===== src/rtl/pidrs_pkg.sv =====
// ----------------------------------------------------------------------------
// pidrs_pkg
// Shared widths, register codes and reset values for the PID controller
// with setpoint ramp and slew limit.
// ----------------------------------------------------------------------------
package pidrs_pkg;

   localparam int unsigned RampPeriodDefault = 10;
   localparam int unsigned DeadbandDefault   = 0;

   localparam int unsigned CsrIndexWidth = 3;
   localparam int unsigned CsrDataWidth  = 24;

   typedef enum logic [CsrIndexWidth-1:0] {
      CSR_LOOP_MODE      = 3'd0,
      CSR_GAIN_P         = 3'd1,
      CSR_GAIN_I         = 3'd2,
      CSR_GAIN_D         = 3'd3,
      CSR_INTEGRAL_LIMIT = 3'd4,
      CSR_OUTPUT_LIMIT   = 3'd5,
      CSR_SLEW_STEP      = 3'd6,
      CSR_RAMP_STEP      = 3'd7
   } csr_index_type;

   // loop_mode codes
   localparam logic MODE_POSITIONAL  = 1'b0;
   localparam logic MODE_INCREMENTAL = 1'b1;

   localparam logic        LoopModeReset      = MODE_POSITIONAL;
   localparam logic [15:0] GainPReset         = 16'd2560;
   localparam logic [15:0] GainIReset         = 16'd26;
   localparam logic [15:0] GainDReset         = 16'd0;
   localparam logic [23:0] IntegralLimitReset = 24'd65535;
   localparam logic [14:0] OutputLimitReset   = 15'd32767;
   localparam logic [15:0] SlewStepReset      = 16'd65535;
   localparam logic [14:0] RampStepReset      = 15'd100;

   // error_now never reaches this code (range is +-65535)
   localparam logic [16:0] ErrorMostNegative = 17'h10000;

endpackage


===== src/rtl/pid_with_ramp_and_slew_limit.sv =====
// ----------------------------------------------------------------------------
// pid_with_ramp_and_slew_limit
// PID controller with setpoint ramp, deadband, integral clamp, output clamp
// and slew limit; positional or incremental form.
// ----------------------------------------------------------------------------
// Takes one sample word per clock while the result is not stalled and returns
// one result word per sample. Stages: an input register, a loop-state stage
// (ramp, error history, saturating error sum), a multiply stage with the
// three gain products, a stage that sums and shifts them, and the drive
// stage that adds the previous drive in incremental mode, clamps, slew-limits
// and loads the result register. Loop state and previous drive feed back from
// their own registers, so back-to-back samples run at full rate. A stalled
// result holds the whole pipeline. The user must write registers through the
// csr port only while no sample is in flight; the block does not enforce it.
module pid_with_ramp_and_slew_limit #(
   parameter int unsigned RAMP_PERIOD = pidrs_pkg::RampPeriodDefault,
   parameter int unsigned DEADBAND    = pidrs_pkg::DeadbandDefault
) (
   input  logic                                   clock,
   input  logic                                   reset,
   input  logic                                   req_valid,
   output logic                                   req_stall,
   input  logic signed [15:0]                     req_measurement,
   input  logic signed [15:0]                     req_requested_target,
   input  logic                                   req_clear,
   output logic                                   rsp_valid,
   input  logic                                   rsp_stall,
   output logic signed [15:0]                     rsp_drive,
   output logic signed [15:0]                     rsp_setpoint_now,
   output logic                                   rsp_ramping,
   output logic signed [16:0]                     rsp_error_now,
   input  logic                                   csr_write_en,
   input  logic [pidrs_pkg::CsrIndexWidth-1:0]    csr_index,
   input  logic [pidrs_pkg::CsrDataWidth-1:0]     csr_write_data
);

   localparam logic [7:0]        RampLast = 8'(RAMP_PERIOD);
   localparam logic signed [17:0] DbLim  = 18'(DEADBAND);

   // ---------------- configuration registers ----------------
   logic        loop_mode_ff;
   logic [15:0] gain_p_ff, gain_i_ff, gain_d_ff;
   logic [23:0] integral_limit_ff;
   logic [14:0] output_limit_ff;
   logic [15:0] slew_step_ff;
   logic [14:0] ramp_step_ff;

   always_ff @(posedge clock) begin
      if (reset) begin
         loop_mode_ff      <= pidrs_pkg::LoopModeReset;
         gain_p_ff         <= pidrs_pkg::GainPReset;
         gain_i_ff         <= pidrs_pkg::GainIReset;
         gain_d_ff         <= pidrs_pkg::GainDReset;
         integral_limit_ff <= pidrs_pkg::IntegralLimitReset;
         output_limit_ff   <= pidrs_pkg::OutputLimitReset;
         slew_step_ff      <= pidrs_pkg::SlewStepReset;
         ramp_step_ff      <= pidrs_pkg::RampStepReset;
      end else if (csr_write_en) begin
         case (pidrs_pkg::csr_index_type'(csr_index))
            pidrs_pkg::CSR_LOOP_MODE:      loop_mode_ff      <= csr_write_data[0];
            pidrs_pkg::CSR_GAIN_P:         gain_p_ff         <= csr_write_data[15:0];
            pidrs_pkg::CSR_GAIN_I:         gain_i_ff         <= csr_write_data[15:0];
            pidrs_pkg::CSR_GAIN_D:         gain_d_ff         <= csr_write_data[15:0];
            pidrs_pkg::CSR_INTEGRAL_LIMIT: integral_limit_ff <= csr_write_data[23:0];
            pidrs_pkg::CSR_OUTPUT_LIMIT:   output_limit_ff   <= csr_write_data[14:0];
            pidrs_pkg::CSR_SLEW_STEP:      slew_step_ff      <= csr_write_data[15:0];
            pidrs_pkg::CSR_RAMP_STEP:      ramp_step_ff      <= csr_write_data[14:0];
            default: ;
         endcase
      end
   end

   // ---------------- pipeline control ----------------
   logic advance;
   logic v0_ff, v1_ff, v2_ff, v3_ff, rsp_valid_ff;

   // whole pipeline moves unless the result word is stalled
   assign advance   = !(rsp_valid_ff && rsp_stall);
   assign req_stall = !advance;
   assign rsp_valid = rsp_valid_ff;

   always_ff @(posedge clock) begin
      if (reset) begin
         v0_ff        <= 1'b0;
         v1_ff        <= 1'b0;
         v2_ff        <= 1'b0;
         v3_ff        <= 1'b0;
         rsp_valid_ff <= 1'b0;
      end else if (advance) begin
         v0_ff        <= req_valid;
         v1_ff        <= v0_ff;
         v2_ff        <= v1_ff;
         v3_ff        <= v2_ff;
         rsp_valid_ff <= v3_ff;
      end
   end

   // ---------------- input register ----------------
   logic signed [15:0] meas0_ff, target0_ff;
   logic               clr0_ff;

   always_ff @(posedge clock) begin
      if (advance) begin
         meas0_ff   <= req_measurement;
         target0_ff <= req_requested_target;
         clr0_ff    <= req_clear;
      end
   end

   // ---------------- loop state stage ----------------
   logic signed [15:0] setpoint_ff, setpoint_in;
   logic signed [15:0] ramp_goal_ff, ramp_goal_in;
   logic               ramp_active_ff, ramp_active_in;
   logic [7:0]         ramp_counter_ff, ramp_counter_in;
   logic signed [16:0] err_cur_ff, err_cur_in;
   logic signed [16:0] err_prev_ff, err_prev_in;
   logic signed [24:0] err_sum_ff, err_sum_in;

   logic signed [17:0] op_p_in;
   logic signed [24:0] op_i_in;
   logic signed [18:0] op_d_in;

   always_comb begin
      logic signed [15:0] sp, goal;
      logic               act;
      logic [7:0]         cnt;
      logic signed [16:0] ec, ep, sp_step, e;
      logic signed [17:0] e_x, d1;
      logic signed [18:0] d2;
      logic signed [24:0] sm;
      logic signed [25:0] s_raw, s_lim;

      // drop all loop state first on clear
      sp   = clr0_ff ? '0 : setpoint_ff;
      goal = clr0_ff ? '0 : ramp_goal_ff;
      act  = clr0_ff ? 1'b0 : ramp_active_ff;
      cnt  = clr0_ff ? '0 : ramp_counter_ff;
      ec   = clr0_ff ? '0 : err_cur_ff;
      ep   = clr0_ff ? '0 : err_prev_ff;
      sm   = clr0_ff ? '0 : err_sum_ff;
      sp_step = '0;

      if (goal != target0_ff) begin
         goal = target0_ff;
         act  = 1'b1;
      end

      if (act) begin
         if (cnt < RampLast) begin
            cnt = cnt + 8'd1;
         end else begin
            cnt = '0;
            if (sp < goal) begin
               sp_step = {sp[15], sp} + $signed({2'b00, ramp_step_ff});
               if (sp_step >= $signed({goal[15], goal})) begin
                  sp  = goal;
                  act = 1'b0;
               end else begin
                  sp = sp_step[15:0];
               end
            end else if (sp > goal) begin
               sp_step = {sp[15], sp} - $signed({2'b00, ramp_step_ff});
               if (sp_step <= $signed({goal[15], goal})) begin
                  sp  = goal;
                  act = 1'b0;
               end else begin
                  sp = sp_step[15:0];
               end
            end else begin
               act = 1'b0;
            end
         end
      end

      e   = {sp[15], sp} - {meas0_ff[15], meas0_ff};
      e_x = {e[16], e};
      if ((e_x < DbLim) && (e_x > -DbLim)) begin
         e = '0;
      end

      s_raw = {sm[24], sm} + {{9{e[16]}}, e};
      s_lim = $signed({2'b00, integral_limit_ff});
      if (s_raw > s_lim) begin
         s_raw = s_lim;
      end else if (s_raw < -s_lim) begin
         s_raw = -s_lim;
      end

      d1 = {e[16], e} - {ec[16], ec};
      d2 = {e[16], e[16], e} - {ec[16], ec, 1'b0} + {ep[16], ep[16], ep};

      setpoint_in     = sp;
      ramp_goal_in    = goal;
      ramp_active_in  = act;
      ramp_counter_in = cnt;
      err_prev_in     = ec;
      err_cur_in      = e;
      err_sum_in      = s_raw[24:0];

      if (loop_mode_ff == pidrs_pkg::MODE_INCREMENTAL) begin
         op_p_in = d1;
         op_i_in = {{8{e[16]}}, e};
         op_d_in = d2;
      end else begin
         op_p_in = {e[16], e};
         op_i_in = s_raw[24:0];
         op_d_in = {d1[17], d1};
      end
   end

   always_ff @(posedge clock) begin
      if (reset) begin
         setpoint_ff     <= '0;
         ramp_goal_ff    <= '0;
         ramp_active_ff  <= 1'b0;
         ramp_counter_ff <= '0;
         err_cur_ff      <= '0;
         err_prev_ff     <= '0;
         err_sum_ff      <= '0;
      end else if (advance && v0_ff) begin
         setpoint_ff     <= setpoint_in;
         ramp_goal_ff    <= ramp_goal_in;
         ramp_active_ff  <= ramp_active_in;
         ramp_counter_ff <= ramp_counter_in;
         err_cur_ff      <= err_cur_in;
         err_prev_ff     <= err_prev_in;
         err_sum_ff      <= err_sum_in;
      end
   end

   logic signed [17:0] op_p1_ff;
   logic signed [24:0] op_i1_ff;
   logic signed [18:0] op_d1_ff;
   logic signed [15:0] sp1_ff, sp2_ff, sp3_ff;
   logic               ramp1_ff, ramp2_ff, ramp3_ff;
   logic signed [16:0] err1_ff, err2_ff, err3_ff;
   logic               clr1_ff, clr2_ff, clr3_ff;

   always_ff @(posedge clock) begin
      if (advance) begin
         op_p1_ff <= op_p_in;
         op_i1_ff <= op_i_in;
         op_d1_ff <= op_d_in;
         sp1_ff   <= setpoint_in;
         ramp1_ff <= ramp_active_in;
         err1_ff  <= err_cur_in;
         clr1_ff  <= clr0_ff;
      end
   end

   // ---------------- multiply stage ----------------
   logic signed [34:0] prod_p_in, prod_p_ff;
   logic signed [41:0] prod_i_in, prod_i_ff;
   logic signed [35:0] prod_d_in, prod_d_ff;

   assign prod_p_in = $signed({1'b0, gain_p_ff}) * op_p1_ff;
   assign prod_i_in = $signed({1'b0, gain_i_ff}) * op_i1_ff;
   assign prod_d_in = $signed({1'b0, gain_d_ff}) * op_d1_ff;

   always_ff @(posedge clock) begin
      if (advance) begin
         prod_p_ff <= prod_p_in;
         prod_i_ff <= prod_i_in;
         prod_d_ff <= prod_d_in;
         sp2_ff    <= sp1_ff;
         ramp2_ff  <= ramp1_ff;
         err2_ff   <= err1_ff;
         clr2_ff   <= clr1_ff;
      end
   end

   // ---------------- sum and shift stage ----------------
   logic signed [43:0] acc;
   logic signed [35:0] acc_sh_in, acc_sh_ff;

   assign acc = {{9{prod_p_ff[34]}}, prod_p_ff}
              + {{2{prod_i_ff[41]}}, prod_i_ff}
              + {{8{prod_d_ff[35]}}, prod_d_ff};
   // floor division by 256
   assign acc_sh_in = acc[43:8];

   always_ff @(posedge clock) begin
      if (advance) begin
         acc_sh_ff <= acc_sh_in;
         sp3_ff    <= sp2_ff;
         ramp3_ff  <= ramp2_ff;
         err3_ff   <= err2_ff;
         clr3_ff   <= clr2_ff;
      end
   end

   // ---------------- drive stage ----------------
   logic signed [15:0] drive_prev_ff, drive_prev_in;

   always_comb begin
      logic signed [15:0] dp, dc;
      logic signed [35:0] drv, lim;
      logic signed [16:0] diff, stp, lmt;

      dp  = clr3_ff ? '0 : drive_prev_ff;
      drv = acc_sh_ff;
      if (loop_mode_ff == pidrs_pkg::MODE_INCREMENTAL) begin
         drv = acc_sh_ff + {{20{dp[15]}}, dp};
      end

      lim = $signed({21'b0, output_limit_ff});
      if (drv >= lim) begin
         drv = lim;
      end
      if (drv <= -lim) begin
         drv = -lim;
      end
      dc = drv[15:0];

      stp  = $signed({1'b0, slew_step_ff});
      diff = {dc[15], dc} - {dp[15], dp};
      lmt  = {dp[15], dp};
      if (diff > stp) begin
         lmt = lmt + stp;
         dc  = lmt[15:0];
      end else if (diff < -stp) begin
         lmt = lmt - stp;
         dc  = lmt[15:0];
      end
      drive_prev_in = dc;
   end

   always_ff @(posedge clock) begin
      if (reset) begin
         drive_prev_ff <= '0;
      end else if (advance && v3_ff) begin
         drive_prev_ff <= drive_prev_in;
      end
   end

   logic signed [15:0] drive_ff, setpoint_out_ff;
   logic               ramping_ff;
   logic signed [16:0] error_out_ff;

   always_ff @(posedge clock) begin
      if (advance) begin
         drive_ff        <= drive_prev_in;
         setpoint_out_ff <= sp3_ff;
         ramping_ff      <= ramp3_ff;
         error_out_ff    <= err3_ff;
      end
   end

   assign rsp_drive        = drive_ff;
   assign rsp_setpoint_now = setpoint_out_ff;
   assign rsp_ramping      = ramping_ff;
   assign rsp_error_now    = error_out_ff;

endmodule


===== config.mk =====
export PLATFORM = sky130hd
export DESIGN_NAME = pid_with_ramp_and_slew_limit
export DESIGN_NICKNAME = d
export VERILOG_FILES = /design/src/rtl/pidrs_pkg.sv /design/src/rtl/pid_with_ramp_and_slew_limit.sv
export SDC_FILE = /design/constraint.sdc
export NUM_CORES = 2
export LEC_CHECK = 0
export ABC_AREA = 1
export ABC_CLOCK_PERIOD_IN_PS = 18140
export BUFFER_PORTS_ARGS = -buffer_cell sky130_fd_sc_hd__buf_2
export CAP_MARGIN = 20
export CORE_UTILIZATION = 28
export CTS_BUF_LIST = sky130_fd_sc_hd__clkbuf_8
export CTS_CLUSTER_DIAMETER = 30
export DETAILED_ROUTE_END_ITERATION = 7
export HOLD_SLACK_MARGIN = 0.1
export MAX_ROUTING_LAYER = met4
export SLEW_MARGIN = 20
export SYNTH_ARGS = -nofsm -noshare
export SYNTH_HDL_FRONTEND = slang
export SYNTH_SLANG_ARGS = --single-unit

===== constraint.sdc =====
create_clock -name clock -period 18.14 [get_ports clock]
set_input_delay 3.628 -clock clock [delete_from_list [all_inputs] [get_ports clock]]
set_output_delay 3.628 -clock clock [all_outputs]
set_load 0.1 [all_outputs]

[After elaboration in Yosys (flattened, before gate mapping)]
Index checks and enable logic that the tools add are counted.
Cells by class
  bitwise operators: 0
  order comparisons: 13
  shifts and indexed selects: 0
  div/mod/pow operators: 0
  mux-type cells: 35
  multipliers: 3
  equality and inequality tests: 8
  add/subtract/negate cells: 17
  reduce and logical (&&, ||, !) cells: 14
Operators by type and width (count)
  2-to-1 mux 16 bit: 13
  2-to-1 mux 25 bit: 4
  2-to-1 mux 36 bit: 2
  2-to-1 mux 17 bit: 3
  subtractor 16 x 16 -> 17 bit: 3
  adder 43 x 36 -> 44 bit: 1
  adder 35 x 42 -> 43 bit: 1
  multiplier 17 x 25 -> 42 bit: 1
  adder 36 bit: 1
  >= comparator 36 x 16 -> 1 bit: 1
  less-or-equal comparator 36 bit: 1
  multiplier 17 x 19 -> 36 bit: 1
  negator 15 -> 36 bit: 1
  multiplier 17 x 18 -> 35 bit: 1
  adder 25 x 17 -> 26 bit: 1
  greater-than comparator 26 x 25 -> 1 bit: 1
  < comparator 26 bit: 1
  negator 24 -> 26 bit: 1
  2-to-1 mux 8 bit: 3
  adder 19 bit: 1
  2-to-1 mux 19 bit: 1
  subtractor 17 x 18 -> 19 bit: 1
  2-to-1 mux 18 bit: 1
  subtractor 17 x 17 -> 18 bit: 1
  23 further kinds: 44
Word-level totals
  memory bits (writable): 0
  bits in read-only memories: 0
  logic and storage cells: 137
  bits of input ports: 65
  latch bits: 0
  output and inout bits: 52
  register bits after elaboration: 639
  memories: 0

[Longest topological paths before layout]
  depth after elaboration: 18
  mapped depth: 79
  gate-level depth less buffers: 75

[Least setup slack after synthesis]
Ideal clock, no wire load.
  path kind: input -> output
  start point: input port rsp_stall
  end point: output port req_stall
  slack: -1838 ps
  stages on the path: 2
  buffers on the path: 0
  required time: 14512 ps
  data arrival time: 16350 ps
  path through: nand2_1 -> inv_1
Between the ends
  longest elaborated chain between the ends: 1
RTL lines
  start: declaration: RTL line pid_with_ramp_and_slew_limit.sv:27  | input logic rsp_stall,
  logical AND 1 bit: RTL line pid_with_ramp_and_slew_limit.sv:78  | assign advance = !(rsp_valid_ff && rsp_stall);
  end: declaration: RTL line pid_with_ramp_and_slew_limit.sv:22  | output logic req_stall,
No other way between the ends.

[Worst setup path in the final report]
  start point: register clr0_ff
  end point: register op_i1_ff[0], data pin
Between the ends
  longest elaborated chain between the ends: 18
  elaborated cells between the ends (all ways): 32
  classes of those cells: 4 x add/sub; 9 x order compare; 1 x eq/ne; 17 x mux; 1 x reduce/logical
RTL lines
  start: declaration: RTL line pid_with_ramp_and_slew_limit.sv:100  | logic clr0_ff;
  start signal: assignment: RTL line pid_with_ramp_and_slew_limit.sv:106  | clr0_ff <= req_clear;
  parallel branches: the longest is 8 deep, another holds subtractor 16 x 16 -> 17 bit
  2-to-1 mux 16 bit (*): RTL line pid_with_ramp_and_slew_limit.sv:148  | if (act) begin
  named net setpoint_in[3]: RTL line pid_with_ramp_and_slew_limit.sv:111  | logic signed [15:0] setpoint_ff, setpoint_in;
  subtractor 16 x 16 -> 17 bit (*): RTL line pid_with_ramp_and_slew_limit.sv:175  | e = {sp[15], sp} - {meas0_ff[15], meas0_ff};
  < comparator 17 x 1 -> 1 bit or greater-than comparator 17 x 1 -> 1 bit (tied branches): RTL line pid_with_ramp_and_slew_limit.sv:177  | if ((e_x < DbLim) && (e_x > -DbLim)) begin
  logical AND 1 bit: RTL line pid_with_ramp_and_slew_limit.sv:177
  2-to-1 mux 17 bit (*): RTL line pid_with_ramp_and_slew_limit.sv:177
  named net err_cur_in[16]: RTL line pid_with_ramp_and_slew_limit.sv:115  | logic signed [16:0] err_cur_ff, err_cur_in;
  adder 25 x 17 -> 26 bit (*): RTL line pid_with_ramp_and_slew_limit.sv:181  | s_raw = {sm[24], sm} + {{9{e[16]}}, e};
  < comparator 26 bit: RTL line pid_with_ramp_and_slew_limit.sv:185  | end else if (s_raw < -s_lim) begin
  2-to-1 mux 25 bit: RTL line pid_with_ramp_and_slew_limit.sv:185
  2-to-1 mux 25 bit (*): RTL line pid_with_ramp_and_slew_limit.sv:183  | if (s_raw > s_lim) begin
  2-to-1 mux 25 bit (*): RTL line pid_with_ramp_and_slew_limit.sv:200  | if (loop_mode_ff == pidrs_pkg::MODE_INCREMENTAL) begin
  named net op_i_in[0]: RTL line pid_with_ramp_and_slew_limit.sv:120  | logic signed [24:0] op_i_in;
  end signal: assignment: RTL line pid_with_ramp_and_slew_limit.sv:242  | op_i1_ff <= op_i_in;
  end: declaration: RTL line pid_with_ramp_and_slew_limit.sv:232  | logic signed [24:0] op_i1_ff;
Mark *: on every way through the listed nets, which the timed path passes.
A chain may end at the register's enable or synchronous reset.

==> impl_results.md <==
* Outcome: finished, final reports clean
* Fin Clk Skew at 0.102 ns
* Nets at 11,900
* Clock Latency Late Sink at 0.91 ns
* Syn_nets at 11,900
* GPL Wtd Cong at 0.922
* DR WL/cell at 17.1 um
* # hold bufs at CTS at 0
* Min-Delay Path Class: flop to flop
* Final worst slack at 4.56 ns
* Slowest cell on the critical path: clkinv_1
* CTS buffer count at 151
* Hold_ws at 0.400 ns
* Final Power at 17.1 mW
* Clock share of power at 0.107
* Initial Util at 0.282
* Die height at 539 um
* Critical path capture point type: flop
* Worst endpoint required time at 18.71 ns
* Placed insts at 13,700
* Root Buffer: clkbuf_8
* Clock Tree Buf Depth at 4
* First-pass GRT wire length at 376,000 um
* Comb pwr share at 0.716
* Largest net degree at the start of global routing at 162
* Sink Count at 639
* Quantity of gates resized following cts at 0
* Net Sw Frac at 0.545
* Tightest Pin Transition at 1.14 ns
* Initial antenna violation count at 17
* Clock Pin Slew Worst Setup and Hold Paths at 0.06 ns
* Internal Power at 7.76 mW
* Seq cells post-synth at 639
* Seq/Total Area, Yosys at 0.208
* Most used DFF post-synth: edfxtp_1
* Area Growth Syn to Fin at 9.47%
* I/O Pins at 117
* Critical path's top delay family: simple AND/OR/NAND/NOR gates
* RSZ-0062 raised after global routing: no
* Die W at 539 um
* CP max stage delay at 0.70 ns
* CTS H-tree depth at 4
* Detailed-route DRC error count at 0
* Final Cycle Share at 0.749
* Max_cap viols at 0
* YS warnings at 0
* Startpoint Class: flop
* Final Hold Viols at 0
* Area leader, netlist: fa_1
* WP buf/inv at 12
* Cell Area, Synth at 80,700 um^2
* DRT antenna net count at 0
* Most frequent CP cell: nand2_1
* Synth area leaders: fa_1 (26%), edfxtp_1 (15%), inv_1 (11%)
* Max Slew Vio Count at 0
* Async set-reset flop share out of synthesis at 0
* DR vias at 64,200
* Number of synthesized flops with an enable pin at 399
* Max Clock Freq at 73.6 MHz
* Pre-CTS setup slack at 4.73 ns
* Setup TNS at 0 ns
* Share of layout cells above drive strength 1 at 0.0530
* Die ar. at 290,000 um^2
* Sw power at 9.29 mW
* HPWL after DPL at 188,000 um
* Part of the power in registers at 0.176
* Final Cell Area at 88,300 um^2
* Crit path DAT at 14.15 ns
* DR pass1 iterations at 7
* P_leak at 44.9 nW
* Avg Cell Area, Syn at 7.97 um^2
* Buffer count from post-CTS setup fixing at 0
* Layout Cells excl Fill at 14,000
* Worst setup path category: flop to flop
* Final Setup Violations at 0
* Share of the synthesized area in the top cell type at 0.262
* Gr ovfl total at 0
* PD cells at 193 nW/um^2
* Row cnt at 196
* Final worst path period need at 13.58 ns
* Fin util at 0.309
* Initial DRC count at 4,752
* Placed Area at 85,000 um^2
* Crit Path Max Fanout at 39
* Worst slew margin at 0.242
* Port buffer count at 116
* Synth cell types at 72
* Vias in the first global route at 65,000
* Total global-route track usage at 0.170
* Gate Count Post-Synth at 10,100
* Wirelength, routed at 239,000 um
* CORE AREA at 286,000 um^2
* Avg Vias per Cell at 4.60
* CTS tree: yes
* Max IR drop VDD at 0.000299 V
flip-flops by register name, indices dropped and copies added (netlist names), 19 cells and up:
name / cells
prod_i_ff: 42
acc_sh_ff: 36
prod_d_ff: 36
prod_p_ff: 35
err_sum_ff: 25
op_i1_ff: 25
integral_limit_ff: 24
op_d1_ff: 19
layer usage:
metal  up-vias  wire length (um)  GRT usage
li1      30900                 -          -
met1     31100            107000      0.221
met2      1841            108000      0.268
met3       360             16400     0.0273
met4         0              8030     0.0543
met5         -                 0          -
Yosys cell counts, drive strengths merged (10+ instances only):
cell type  number
a211oi         12
a21boi         16
a21o           17
a21oi         589
a31oi          45
and2           15
buf            41
clkbuf        344
dfxtp         240
edfxtp        399
fa           1056
ha            687
inv          2385
nand2        2312
nand3         309
nand3b         10
nand4          49
nor2          522
nor3           66
nor4           20
o211ai         75
o21a           17
o21ai         437
o21bai         25
o221ai         10
o31ai          20
or2            32
xnor2          90
xor2          226
cell usage in the layout (no fill, tap or decap), drive strengths merged, types with 25 or more instances in the layout:
master  Yosys  final
nor2      522    522
ha        687    687
edfxtp    399    399
buf        41    191
dfxtp     240    240
a21oi     589    589
nand2    2312   2312
inv      2385   2418
a31oi      45     45
xnor2      90     90
nand3     309    309
nand4      49     49
fa       1056   1056
or2        32     32
o211ai     75     75
o21ai     437    437
xor2      226    226
o21bai     25     25
clkbuf    344    163
nor3       66     66
clkinv      7     41
area by class of cell:
type                       count  area (um^2)
timing repair buffer         191         1170
multi-input combinational   6698        53400
fill                       30400       197000
sequential                   639        16800
clock inverter               101          990
inverter                    2392         8980
clock buffer                 163         2240
antenna                       14         35.0
tap                         3762         4710
worst paths after layout:
kind | start | endpoint | slack [ns] | cells after the start
worst min register to register | clr2_ff | clr3_ff | 0.40 | 0
worst max register to register | clr0_ff | op_i1_ff[0] | 4.56 | 68
worst max-delay path | clr0_ff | op_i1_ff[0] | 4.56 | 68
worst min-delay path | clr2_ff | clr3_ff | 0.40 | 0
power by group through the flow:
| stage | Sequential, mW | Clock (mW) | Combinational, mW |
|---|---|---|---|
| finish | 3.01 | 1.83 | 12.2 |
| global route | 3.04 | 1.94 | 13.7 |
| CTS | 3.00 | 1.88 | 12.2 |
| detailed placement | 3.03 | 0 | 12.1 |
| global placement | 3.03 | 0 | 12.1 |
| floorplan | 2.79 | 0 | 8.62 |
kinds of logic after synthesis:
logic type | synth area share
AOI/OAI and AO/OA | 0.0896
DFF | 0.208
adders and majority gates | 0.369
and+or+nand+nor | 0.169
xor gates and xnor gates | 0.0343
buffers and inverters | 0.131
muxes | 0.000124
Note: power is estimated with default switching activity, not from simulation.
